[src/rtl/stcf_pkg.sv]
`default_nettype none
package stcf_pkg;

	// field widths
	localparam int CHW     = 7;
	localparam int TIME_W  = 32;
	localparam int INDEX_W = 31;
	localparam int WIN_W   = 16;

	// configuration port
	localparam int CFG_IDX_W = 2;
	localparam int CFG_W     = 16;
	localparam logic [CFG_IDX_W-1:0] CFG_TIME_WINDOW = 2'd0;
	localparam logic [CFG_IDX_W-1:0] CFG_WRAP_FRONT  = 2'd1;
	localparam logic [CFG_IDX_W-1:0] CFG_WRAP_BACK   = 2'd2;
	localparam logic [WIN_W-1:0] WINDOW_RESET = 16'd16;

	// default channel count
	localparam int CHANNELS_DEF = 128;

	// item kinds
	localparam logic [1:0] KIND_HIT   = 2'd0;
	localparam logic [1:0] KIND_FLUSH = 2'd1;
	localparam logic [1:0] KIND_CLEAR = 2'd2;

	// which channel a time lookup addresses
	typedef enum logic [1:0] {
		TSEL_SELF  = 2'd0,
		TSEL_LEFT  = 2'd1,
		TSEL_RIGHT = 2'd2
	} tsel_t;

	// controller to datapath
	typedef struct packed {
		logic  load;
		logic  clr_all;
		logic  rd_time;
		tsel_t tsel;
		logic  begin_close;
		logic  step_back;
		logic  step_fwd;
		logic  emit_init;
		logic  rd_index;
		logic  emit;
		logic  store;
		logic  finish;
	} cmd_t;

	// datapath to controller
	typedef struct packed {
		logic [1:0] kind;
		logic       item_ok;
		logic       self_active;
		logic       has_left;
		logic       has_right;
		logic       expired;
		logic       back_go;
		logic       fwd_go;
		logic       at_stop;
		logic       can_push;
		logic       hold_v;
	} sts_t;

endpackage
`default_nettype wire

[src/rtl/stcf_ctrl.sv]
`default_nettype none
module stcf_ctrl
	import stcf_pkg::*;
(
	input  wire logic clk,
	input  wire logic arst_n,
	input  wire logic in_valid,
	output logic      in_ready,
	input  sts_t      sts,
	output cmd_t      cmd
);

	typedef enum logic [13:0] {
		S_IDLE      = 14'b00000000000001,
		S_DISPATCH  = 14'b00000000000010,
		S_CHK_SELF  = 14'b00000000000100,
		S_NB_LEFT   = 14'b00000000001000,
		S_CHK_LEFT  = 14'b00000000010000,
		S_NB_RIGHT  = 14'b00000000100000,
		S_CHK_RIGHT = 14'b00000001000000,
		S_CL_INIT   = 14'b00000010000000,
		S_SCAN_BACK = 14'b00000100000000,
		S_SCAN_FWD  = 14'b00001000000000,
		S_EMIT_RD   = 14'b00010000000000,
		S_EMIT_WR   = 14'b00100000000000,
		S_STORE     = 14'b01000000000000,
		S_FINISH    = 14'b10000000000000
	} state_t;

	state_t state_q, state_d;
	state_t ret_q, ret_d;

	assign in_ready = (state_q == S_IDLE);

	// next state and commands
	always_comb begin
		state_d = state_q;
		ret_d   = ret_q;
		cmd     = '0;
		cmd.tsel = TSEL_SELF;
		case (state_q)
			S_IDLE: begin
				if (in_valid) begin
					cmd.load = 1'b1;
					state_d  = S_DISPATCH;
				end
			end
			S_DISPATCH: begin
				if (sts.kind == KIND_CLEAR) begin
					cmd.clr_all = 1'b1;
					state_d     = S_IDLE;
				end else if (!sts.item_ok) begin
					state_d = S_IDLE;
				end else if (sts.kind == KIND_FLUSH) begin
					cmd.rd_time = 1'b1;
					if (sts.self_active) begin
						ret_d   = S_FINISH;
						state_d = S_CL_INIT;
					end else begin
						state_d = S_IDLE;
					end
				end else if (sts.kind == KIND_HIT) begin
					if (sts.self_active) begin
						cmd.rd_time = 1'b1;
						state_d     = S_CHK_SELF;
					end else begin
						state_d = S_NB_LEFT;
					end
				end else begin
					state_d = S_IDLE;
				end
			end
			S_CHK_SELF: begin
				if (sts.expired) begin
					ret_d   = S_NB_LEFT;
					state_d = S_CL_INIT;
				end else begin
					state_d = S_IDLE;
				end
			end
			S_NB_LEFT: begin
				if (sts.has_left) begin
					cmd.rd_time = 1'b1;
					cmd.tsel    = TSEL_LEFT;
					state_d     = S_CHK_LEFT;
				end else begin
					state_d = S_NB_RIGHT;
				end
			end
			S_CHK_LEFT: begin
				if (sts.expired) begin
					ret_d   = S_NB_RIGHT;
					state_d = S_CL_INIT;
				end else begin
					state_d = S_NB_RIGHT;
				end
			end
			S_NB_RIGHT: begin
				if (sts.has_right) begin
					cmd.rd_time = 1'b1;
					cmd.tsel    = TSEL_RIGHT;
					state_d     = S_CHK_RIGHT;
				end else begin
					state_d = S_STORE;
				end
			end
			S_CHK_RIGHT: begin
				if (sts.expired) begin
					ret_d   = S_STORE;
					state_d = S_CL_INIT;
				end else begin
					state_d = S_STORE;
				end
			end
			S_CL_INIT: begin
				cmd.begin_close = 1'b1;
				state_d         = S_SCAN_BACK;
			end
			S_SCAN_BACK: begin
				if (sts.back_go) begin
					cmd.step_back = 1'b1;
				end else begin
					state_d = S_SCAN_FWD;
				end
			end
			S_SCAN_FWD: begin
				if (sts.fwd_go) begin
					cmd.step_fwd = 1'b1;
				end else begin
					cmd.emit_init = 1'b1;
					state_d       = S_EMIT_RD;
				end
			end
			S_EMIT_RD: begin
				cmd.rd_index = 1'b1;
				state_d      = S_EMIT_WR;
			end
			S_EMIT_WR: begin
				if (sts.can_push) begin
					cmd.emit = 1'b1;
					state_d  = sts.at_stop ? ret_q : S_EMIT_RD;
				end
			end
			S_STORE: begin
				cmd.store = 1'b1;
				state_d   = S_FINISH;
			end
			S_FINISH: begin
				if (!sts.hold_v || sts.can_push) begin
					cmd.finish = 1'b1;
					state_d    = S_IDLE;
				end
			end
			default: begin
				state_d = S_IDLE;
			end
		endcase
	end

	// state registers
	always_ff @(posedge clk or negedge arst_n) begin
		if (!arst_n) begin
			state_q <= S_IDLE;
			ret_q   <= S_FINISH;
		end else begin
			state_q <= state_d;
			ret_q   <= ret_d;
		end
	end

endmodule
`default_nettype wire

[config.mk]
export PLATFORM = sky130hd
export DESIGN_NAME = stcf_ctrl
export DESIGN_NICKNAME = d
export VERILOG_FILES = /design/src/rtl/stcf_pkg.sv /design/src/rtl/stcf_ctrl.sv
export SDC_FILE = /design/constraint.sdc
export NUM_CORES = 1
export LEC_CHECK = 0
export ABC_CLOCK_PERIOD_IN_PS = 2029
export BUFFER_PORTS_ARGS = -buffer_cell sky130_fd_sc_hd__clkbuf_2
export CORE_ASPECT_RATIO = 1.75
export CORE_UTILIZATION = 30
export DETAILED_ROUTE_END_ITERATION = 16
export SETUP_SLACK_MARGIN = 0.5
export SYNTH_ARGS = -nofsm -noshare
export SYNTH_HDL_FRONTEND = slang
export SYNTH_SLANG_ARGS = --single-unit
[constraint.sdc]
create_clock -name clk -period 2.03 [get_ports clk]
set_input_delay 0.3045 -clock clk [delete_from_list [all_inputs] [get_ports clk]]
set_output_delay 0.3045 -clock clk [all_outputs]
set_load 0.05 [all_outputs]
==> results.json, run 1 <==
{
  "status": "finished, violations left",
  "violations": "negative hold slack, negative setup slack",
  "clkTransAtPathRegs_ns": 0.08,
  "wl_per_cell_um": 17.8,
  "async_reset_ff_share_pct": 100,
  "core_um2": 4230,
  "r2r_end": "state_q[3]",
  "start_util_pct": 31.7,
  "clkPwrFrac_pct": 16.1,
  "rows": 31,
  "yosysUniqueCellTypes": 48,
  "holdWs_ns": -0.0113,
  "ant_nets": 0,
  "rrSetupSlack_ns": -0.21,
  "grt_overflow": 0,
  "power_leakage_nw": 1.22,
  "arrival_ns": 2.44,
  "vias_per_cell": 5.57,
  "final_hold_viol_count": 14,
  "htree_levels": 1,
  "portBuffers": 28,
  "stdcell_area_um2": 2680,
  "grt_pass1_wl_um": 7950,
  "grt_util_all_layers_pct": 22.4,
  "root_buffer": "clkbuf_8",
  "dpl.hpwl_um": 3610,
  "slew_viol_final": 0,
  "swShare_pct": 39.2,
  "hold_class": "in2async",
  "insertion_delay_ns": 0.26,
  "drtPass1Iterations": 6,
  "ys_ff_latch": 18,
  "dr_total_vias": 1664,
  "maxCapViolations": 0,
  "cts_tree": "built",
  "multi_input_area_um2": 1120,
  "worst_pin_slew_ns": 0.485,
  "placed_cells": 266,
  "placed_cell_area_um2": 2070,
  "crit_path_max_fanout": 5,
  "remaining_drc_errors": 0,
  "final_cell_count_no_fill": 299,
  "nets": 266,
  "period_share_pct": 111,
  "grt_pass1_vias": 1662,
  "cts_sinks": 18,
  "grt_max_degree": 19,
  "ff2ff_path_depth": 9,
  "power_frac_comb_pct": 59.7,
  "rsz0062_at_grt": "yes",
  "seq_power_share_pct": 24.1,
  "fillers": 319,
  "fp.dieW_um": 52.5,
  "gp_congestion": 0.854,
  "layout_common_cells": "buf_4 (54), buf_6 (18), dfrtp_1 (16)",
  "layout_commonest_cell": "buf_4",
  "clockBufferDepth": 2,
  "cts_buffers": 3,
  "worst-setup-path-type": "reg2reg",
  "die_area_um2": 4750,
  "n_antenna_cell": 0,
  "fin_worst_skew_ns": 0.00261,
  "finalCriticalPeriod_ns": 2.24,
  "final.setup.worst_slack_ns": -0.213,
  "syn_inst": 151,
  "synth_area_um2": 1340,
  "synth_area_per_cell_um2": 8.88,
  "io_pins": 29,
  "antenna_found_initial": 0,
  "routed_wl_um": 5330,
  "p_sw_mw": 0.755,
  "relSlewSlack_pct": 67.7,
  "setup_viol": 24,
  "irDropWorstVdd_v": 0.000697,
  "regArea_um2": 453,
  "yosysSeqAreaShare_pct": 33.8,
  "critPathLaunchType": "flip-flop",
  "fmax_mhz": 446,
  "die_h_um": 90.5,
  "yosysWarnings": 0,
  "syn2layout_area_growth_pct": 99.5,
  "synth_top_flop_cell": "dfrtp_1",
  "r2r_start": "state_q[13]",
  "cp.required_ns": 2.23,
  "layout-drive-gt1-share_pct": 62.8,
  "first_iter_violations": 32,
  "p_int_mw": 1.17,
  "synth_edf_count": 0,
  "critPathCaptureType": "flip-flop",
  "power_density_nw_per_um2": 719,
  "synth_nets": 166
}
worst max-delay path, cell delays in order, from the launching register on:
cell and delay [ns]:
dfrtp_1 0.42, nor4_4 0.38, nand2_2 0.13, buf_4 0.15
buf_6 0.11, nor4_4 0.34, buf_4 0.20, nor2_4 0.04
a31oi_4 0.22, nor2b_4 0.19
cell families after synthesis:
kind of cell | share of synthesized area, %
buffers and inverters | 4.57
multiplexers | 2.24
AO/OA/AOI/OAI | 14.5
XOR/XNOR | 2.61
flip-flops | 33.8
AND/OR/NAND/NOR | 42.4
worst max path at each step:
stage                startpoint     endpoint  slack (ns)  cells past startpoint
floorplan           state_q[10]      cmd[10]       -0.42                      7
global placement    state_q[11]  state_q[13]       -0.11                      6
detailed placement   state_q[3]   state_q[3]       -0.14                      9
CTS                 state_q[10]      cmd[10]       -0.20                      7
global route        state_q[13]      cmd[10]       -0.27                      7
finish              state_q[13]   state_q[3]       -0.21                      9
what timing repair did:
action | in CTS | in global routing
setup buffers | 15 | 14
resized for setup | 52 | 24
hold buffers | 0 | 0
endpoints found under the setup margin | 30 | 31
pin swaps | 14 | 15
cells in the mapped netlist (4+ instances only):
library cell | n | area [um^2]
a21oi_1 | 4 | 20.0
nor3_1 | 4 | 20.0
nor4b_1 | 5 | 43.8
nor2_1 | 21 | 78.8
nand3_1 | 4 | 20.0
and3_1 | 5 | 31.3
dfrtp_1 | 16 | 400
nor3b_1 | 4 | 30.0
inv_1 | 7 | 26.3
nand2_1 | 11 | 41.3
o21ai_0 | 8 | 40.0
nor2b_1 | 4 | 25.0
layer usage:
layer  track usage, %  vias up  wire, um
met5                0        -         0
met4             11.4        0       316
met3             3.03       29       240
met2             41.6       72      3040
met1             22.4      806      1740
li1                 -      757         -
power by group through the flow:
stage                     logic, mW  clock network (mW)  registers, mW
after floorplan               0.508                   0          0.450
after global placement        0.827                   0          0.468
after detailed placement      0.847                   0          0.472
after CTS                      1.05               0.306          0.465
after global routing           1.21               0.323          0.471
final                          1.15               0.310          0.464
state kept, by name, indices dropped and copies added (netlist names):
signal   cells
state_q     14
ret_q        4
through the flow:
stage	total power, mW	util [%]	setup WS [ns]	TNS (ns)
after global routing	2.00	63.3	-0.272	-4.59
after CTS	1.82	58.7	-0.197	-2.03
final	1.92	63.3	-0.213	-3.20
after detailed placement	1.32	49.1	-0.140	-0.682
after global placement	1.29	49.1	-0.109	-0.446
after floorplan	0.958	-	-0.421	-0.929
cell type report:
class                      count  share of cell area [%]
sequential                    18                    16.9
clock buffer                   4                    2.06
tap                           49                    2.29
multi-input combinational    120                    41.7
timing repair buffer         101                    35.8
inverter                       7                    1.22
Note: power is estimated with default switching activity, not from simulation.
==> run 2: changes to the inputs <==
==> constraint.sdc (replaced) <==
create_clock -name clk -period 2.03 [get_ports clk]
set_input_delay 0.203 -clock clk [delete_from_list [all_inputs] [get_ports clk]]
set_output_delay 0.203 -clock clk [all_outputs]
set_load 0.05 [all_outputs]
==> results.json, run 2 (synthesis gave the netlist of run 1 again) <==
{
  "largest_reg_flops": 14,
  "vias_per_cell": 5.36,
  "final.setup.worst_slack_ns": -0.173,
  "final_hold_viol_count": 0,
  "largest_registers": "state_q x14, ret_q x4",
  "rows": 31,
  "nets": 266,
  "power_density_nw_per_um2": 723,
  "placed_cells": 262,
  "critPathMaxStageDelay_ns": 0.43,
  "finalCriticalPeriod_ns": 2.20,
  "violations": "negative setup slack",
  "grt_pass1_wl_um": 8070,
  "n_antenna_cell": 0,
  "ant_nets": 0,
  "relSlewSlack_pct": 67.9,
  "power_leakage_nw": 1.21,
  "worst-setup-path-type": "reg2out",
  "layout-drive-gt1-share_pct": 64.8,
  "core_um2": 4230,
  "cts_tree": "built",
  "dp_slack_ns": -0.0702,
  "r2r_start": "state_q[11]",
  "clockBufferDepth": 2,
  "portBuffers": 28,
  "fin_worst_skew_ns": 0.0136,
  "crit_path_max_fanout": 4,
  "worst_pin_slew_ns": 0.481,
  "antenna_found_initial": 0,
  "grt_pass1_vias": 1758,
  "hp-start": "in_valid",
  "slew_viol_final": 0,
  "cp.required_ns": 1.83,
  "grt_util_all_layers_pct": 23.0,
  "remaining_drc_errors": 0,
  "wl_per_cell_um": 16.6,
  "hold_class": "in2reg",
  "stdcell_area_um2": 2680,
  "arrival_ns": 2.00,
  "dpl.hpwl_um": 3410,
  "fp.dieW_um": 52.5,
  "crit_start": "state_q[11]",
  "start_util_pct": 31.7,
  "cts_buffers": 3,
  "critPathCaptureType": "output pin",
  "first_iter_violations": 24,
  "gp_congestion": 0.886,
  "setup_tns_ns": -1.59,
  "drtPass1Iterations": 4,
  "cp_slowest_cell": "dfrtp_2",
  "die_area_um2": 4750,
  "path_cells": "nor4_4 > buf_4 > and3_4 > nand4b_4 > o31ai_4 > buf_12",
  "rsz0062_at_grt": "yes",
  "clkTransAtPathRegs_ns": 0.08,
  "status": "finished, violations left",
  "layout_common_cells": "buf_4 (57), buf_6 (15), clkbuf_2 (14)",
  "setup_viol": 20,
  "regMostFlops": "state_q",
  "routed_wl_um": 4960,
  "critPathLaunchType": "flip-flop",
  "syn2layout_area_growth_pct": 100,
  "htree_levels": 1,
  "die_h_um": 90.5,
  "period_share_pct": 109,
  "final_cell_count_no_fill": 299,
  "fmax_mhz": 454,
  "layout_commonest_cell": "buf_4",
  "dr_total_vias": 1602,
  "insertion_delay_ns": 0.27,
  "grt_overflow": 0,
  "cts_sinks": 18,
  "placed_cell_area_um2": 2010,
  "irDropWorstVdd_v": 0.000819,
  "root_buffer": "clkbuf_8",
  "maxCapViolations": 0,
  "grt_max_degree": 19,
  "io_pins": 29
}
-- run 2: where the power goes --
group          switching [mW]  leakage (nW)  internal, mW
logic                   0.573         0.949         0.607
clock network           0.133        0.0288         0.173
registers              0.0424         0.235         0.412
total                   0.749          1.21          1.19
-- run 2: worst paths after layout --
kind	end	slack, ns	cells past startpoint
min reg2reg	ret_q[13]	0.51	2
max reg2reg	ret_q[5]	-0.16	7
max in group asynchronous	state_q[12]	1.24	2
min in group asynchronous	state_q[10]	0.42	2
max	cmd[10]	-0.17	6
min	state_q[0]	0.16	2
-- run 2: layer usage --
layer	GRT usage, %	share of wire [%]	up-vias	routed length [um]
li1	-	-	757	-
met1	22.9	36	781	1760
met2	43.6	58	51	2880
met3	2.19	2.8	13	137
met4	11.4	3.7	0	183
met5	0	0	-	0
-- run 2: final cells by class --
type | count | area, um^2
Clock buffer | 4 | 55.1
Fill cell | 323 | 1540
Inverter | 7 | 32.5
Tap cell | 49 | 61.3
Sequential cell | 18 | 457
Timing Repair Buffer | 101 | 928
Multi-Input combinational cell | 120 | 1150
-- run 2: timing repair --
action,4_1_cts,5_1_grt
hold buffers,1,0
pin swaps,16,17
gates resized for setup,65,16
setup endpoints to repair,30,32
endpoints found under the hold margin,16,0
setup buffers,27,5
-- run 2: stage by stage --
stage	hold slack [ns]	power [mW]	utilization, %
finish	0.157	1.94	63.5
global route	0.172	2.04	63.5
detailed placement	0.182	1.24	47.6
CTS	0.156	1.88	61.3
global placement	0.181	1.22	47.6
floorplan	-0.0926	0.958	-
-- run 2: worst max-delay path, delay by kind of cell, from the launching register on --
kind	cells	cell delay [ns]
flops	1	0.43
compound gates	1	0.29
simple gates	3	0.70
buf+inv	2	0.33
==> run 3: changes to the inputs <==
Settings changed: ABC_CLOCK_PERIOD_IN_PS 2029 to 2200, CORE_UTILIZATION 30 to 54, PLACE_DENSITY set to 0.79.
Clock period 2.03 ns to 2.2 ns, I/O delays scaled along.
==> results.json, run 3 <==
{
  "status": "did not finish",
  "lastStage": "global routing (5_1_grt)",
  "stop_error": "[ERROR DPL-0038] Utilization greater than 100%, impossible to legalize",
  "rows": 23,
  "grt_max_degree": 19,
  "dp_slack_ns": -0.0266,
  "synth.most_common_cell": "nor2_1",
  "ys_ff_latch": 18,
  "root_buffer": "clkbuf_8",
  "gp_congestion": 0.914,
  "io_pins": 29,
  "synth_nets": 166,
  "clockBufferDepth": 2,
  "syn_inst": 151,
  "yosysSeqAreaShare_pct": 33.8,
  "start_util_pct": 57.5,
  "async_reset_ff_share_pct": 100,
  "synth_top_area_share_pct": 29.9,
  "yosysTopAreaCell": "dfrtp_1",
  "cts_buffers": 3,
  "synth_area_per_cell_um2": 8.88,
  "die_h_um": 67.9,
  "yosysWarnings": 0,
  "synth_common_cells": "nor2_1 (21), dfrtp_1 (16), nand2_1 (11)",
  "cts_sinks": 18,
  "yosysUniqueCellTypes": 48,
  "portBuffers": 28,
  "fp.dieW_um": 39.7,
  "synth_top_flop_cell": "dfrtp_1",
  "dpl.hpwl_um": 3000,
  "synth_area_leaders": "dfrtp_1 (30%), nor2_1 (5.9%), dfstp_2 (3.9%)",
  "synth_area_um2": 1340,
  "placed_cells": 213,
  "synth_edf_count": 0,
  "htree_levels": 1
}
-- run 3: what timing repair did --
action                                  4_1_cts
resized for setup                            51
hold buffers                                  1
pin swaps                                    20
endpoints found under the setup margin       29
hold endpoints to repair                     16
setup buffers                                25
-- run 3: cell families after synthesis --
kind of cell / share of synthesized area (%)
AND/OR/NAND/NOR: 42.4
AO/OA/AOI/OAI: 14.5
flip-flops: 33.8
buffers and inverters: 4.57
XOR/XNOR: 2.61
multiplexers: 2.24
-- run 3: stage by stage --
stage               hold WS (ns)  util [%]  setup TNS, ns  cell area [um^2]
global placement           0.182      74.9              0              1750
floorplan                -0.0756         -         -0.167              1510
CTS                        0.167      95.5         -0.114              2230
detailed placement         0.192      74.9        -0.0266              1750
==> run 4: changes to the inputs <==
Settings changed: CORE_AREA set to 2 2 63 65, CORE_ASPECT_RATIO 1.75 to not set, CORE_UTILIZATION 54 to not set, DIE_AREA set to 0 0 65 67, PLACE_DENSITY 0.79 to not set, PLACE_DENSITY_LB_ADDON set to 0.15, SETUP_SLACK_MARGIN 0.5 to not set.
==> results.json, run 4 (synthesis gave the netlist of run 1 again) <==
{
  "r2r_start": "state_q[4]",
  "die_h_um": 67,
  "worst-setup-path-type": "reg2out",
  "first_iter_violations": 30,
  "gp_congestion": 0.860,
  "hp-start": "in_valid",
  "placed_cells": 240,
  "relSlewSlack_pct": 66.6,
  "crit_path_max_fanout": 7,
  "fin_worst_skew_ns": 0.00350,
  "n_antenna_cell": 0,
  "ant_nets": 0,
  "clkTransAtPathRegs_ns": 0.07,
  "rsz0062_at_grt": "yes",
  "nets": 223,
  "largest_reg_flops": 14,
  "critPathLaunchType": "flip-flop",
  "r2r_end": "ret_q[5]",
  "final_hold_viol_count": 0,
  "irDropWorstVdd_v": 0.000352,
  "cp_slowest_cell": "dfrtp_1",
  "whs_path_depth": 2,
  "dr_total_vias": 1360,
  "critPathMaxStageDelay_ns": 0.42,
  "syn2layout_area_growth_pct": 44.7,
  "final_cell_count_no_fill": 255,
  "cts_buffers": 3,
  "dpl.hpwl_um": 3030,
  "layout_common_cells": "buf_4 (29), clkbuf_2 (21), nor2_1 (19)",
  "worst_pin_slew_ns": 0.495,
  "path_depth": 8,
  "start_util_pct": 37.2,
  "io_pins": 29,
  "placed_cell_area_um2": 1730,
  "layout_commonest_cell": "buf_4",
  "rows": 22,
  "arrival_ns": 1.97,
  "drtPass1Iterations": 4,
  "wl_per_cell_um": 15.6,
  "core_um2": 3610,
  "maxCapViolations": 0,
  "fillers": 350,
  "final_util_pct": 53.8,
  "root_buffer": "clkbuf_8",
  "stdcell_area_um2": 1940,
  "multi_input_area_um2": 948,
  "grt_pass1_vias": 1302,
  "fmax_mhz": 457,
  "largest_registers": "state_q x14, ret_q x4",
  "cts_tree": "built",
  "grt_overflow": 0,
  "die_area_um2": 4360,
  "fp.dieW_um": 65,
  "ff2ff_path_depth": 5,
  "portBuffers": 28,
  "setup_viol": 0,
  "regArea_um2": 455,
  "finalCriticalPeriod_ns": 2.19,
  "power_leakage_nw": 0.910,
  "status": "completed",
  "vias_per_cell": 5.33,
  "htree_levels": 1,
  "antenna_found_initial": 0,
  "period_share_pct": 99.6,
  "path_delay_family": "simple AND/OR/NAND/NOR gates",
  "clockBufferDepth": 2,
  "grt_util_all_layers_pct": 19.3,
  "grt_pass1_wl_um": 6380,
  "grt_max_degree": 19,
  "cp.required_ns": 1.98,
  "rrSetupSlack_ns": 0.11,
  "routed_wl_um": 3990,
  "hold_path_end": "state_q[0]",
  "regMostFlops": "state_q",
  "slew_viol_final": 0,
  "cts_sinks": 18,
  "insertion_delay_ns": 0.26,
  "power_density_nw_per_um2": 678,
  "path_buf_inv": 2,
  "path_cells": "buf_4 > nor2_1 > nand2_2 > nor3_4 > nor4b_4 > nor2_2 > o31ai_4 > buf_12",
  "remaining_drc_errors": 0,
  "critPathCaptureType": "output pin",
  "hold_class": "in2reg",
  "layout-drive-gt1-share_pct": 44.4
}
run 4: how the worst max path moves through the flow:
| stage | endpoint | slack [ns] | from |
|---|---|---|---|
| 2_1_floorplan | state_q[13] | -0.28 | state_q[2] |
| 3_3_place_gp | state_q[5] | 0.03 | state_q[0] |
| 3_5_place_dp | state_q[5] | 0.07 | state_q[0] |
| 4_1_cts | cmd[10] | -0.07 | state_q[13] |
| 5_1_grt | cmd[11] | -0.07 | state_q[4] |
| 6_report | cmd[10] | 0.01 | state_q[2] |
run 4: layer usage:
layer | global-route usage [%] | wire [um] | vias to the layer above
met5 | 0 | 0 | -
li1 | - | - | 671
met2 | 34.3 | 2040 | 37
met4 | 6.38 | 44 | 0
met1 | 23.9 | 1720 | 647
met3 | 2.87 | 182 | 5
run 4: power by group:
part	switching [mW]	internal, mW	total (mW)
registers	0.0539	0.381	0.435
logic	0.362	0.272	0.634
clock network	0.117	0.129	0.246
run 4: final cells by class:
class                      count  area share [%]
multi-input combinational    120            48.9
sequential                    18            23.5
timing repair buffer          58            20.9
tap                           48            3.09
clock buffer                   4            2.32
inverter                       7            1.35
run 4: worst reg2reg max path, cell delays in order, from the launching register on:
cell	delay, ns
dfrtp_1	0.41
nor4_4	0.38
and3_4	0.28
nand4b_4	0.20
o31ai_4	0.37
mux2_4	0.34
run 4: what timing repair did:
action / in CTS / in global routing
buffers inserted: 4 / 6
endpoints found under the setup margin: 5 / 18
pin swaps: 5 / 6
hold endpoints to repair: 16 / 0
hold buffers: 1 / 0
resized for setup: 8 / 14
run 4: through the flow:
step	setup slack, ns	power [mW]	setup TNS (ns)	hold slack, ns
after floorplan	-0.280	0.801	-1.10	-0.0756
after global placement	0.0317	0.966	0	0.200
after detailed placement	0.0715	0.971	0	0.197
after CTS	-0.0683	1.24	-0.103	0.206
after global routing	-0.0738	1.39	-0.217	0.210
final	0.00969	1.32	0	0.203
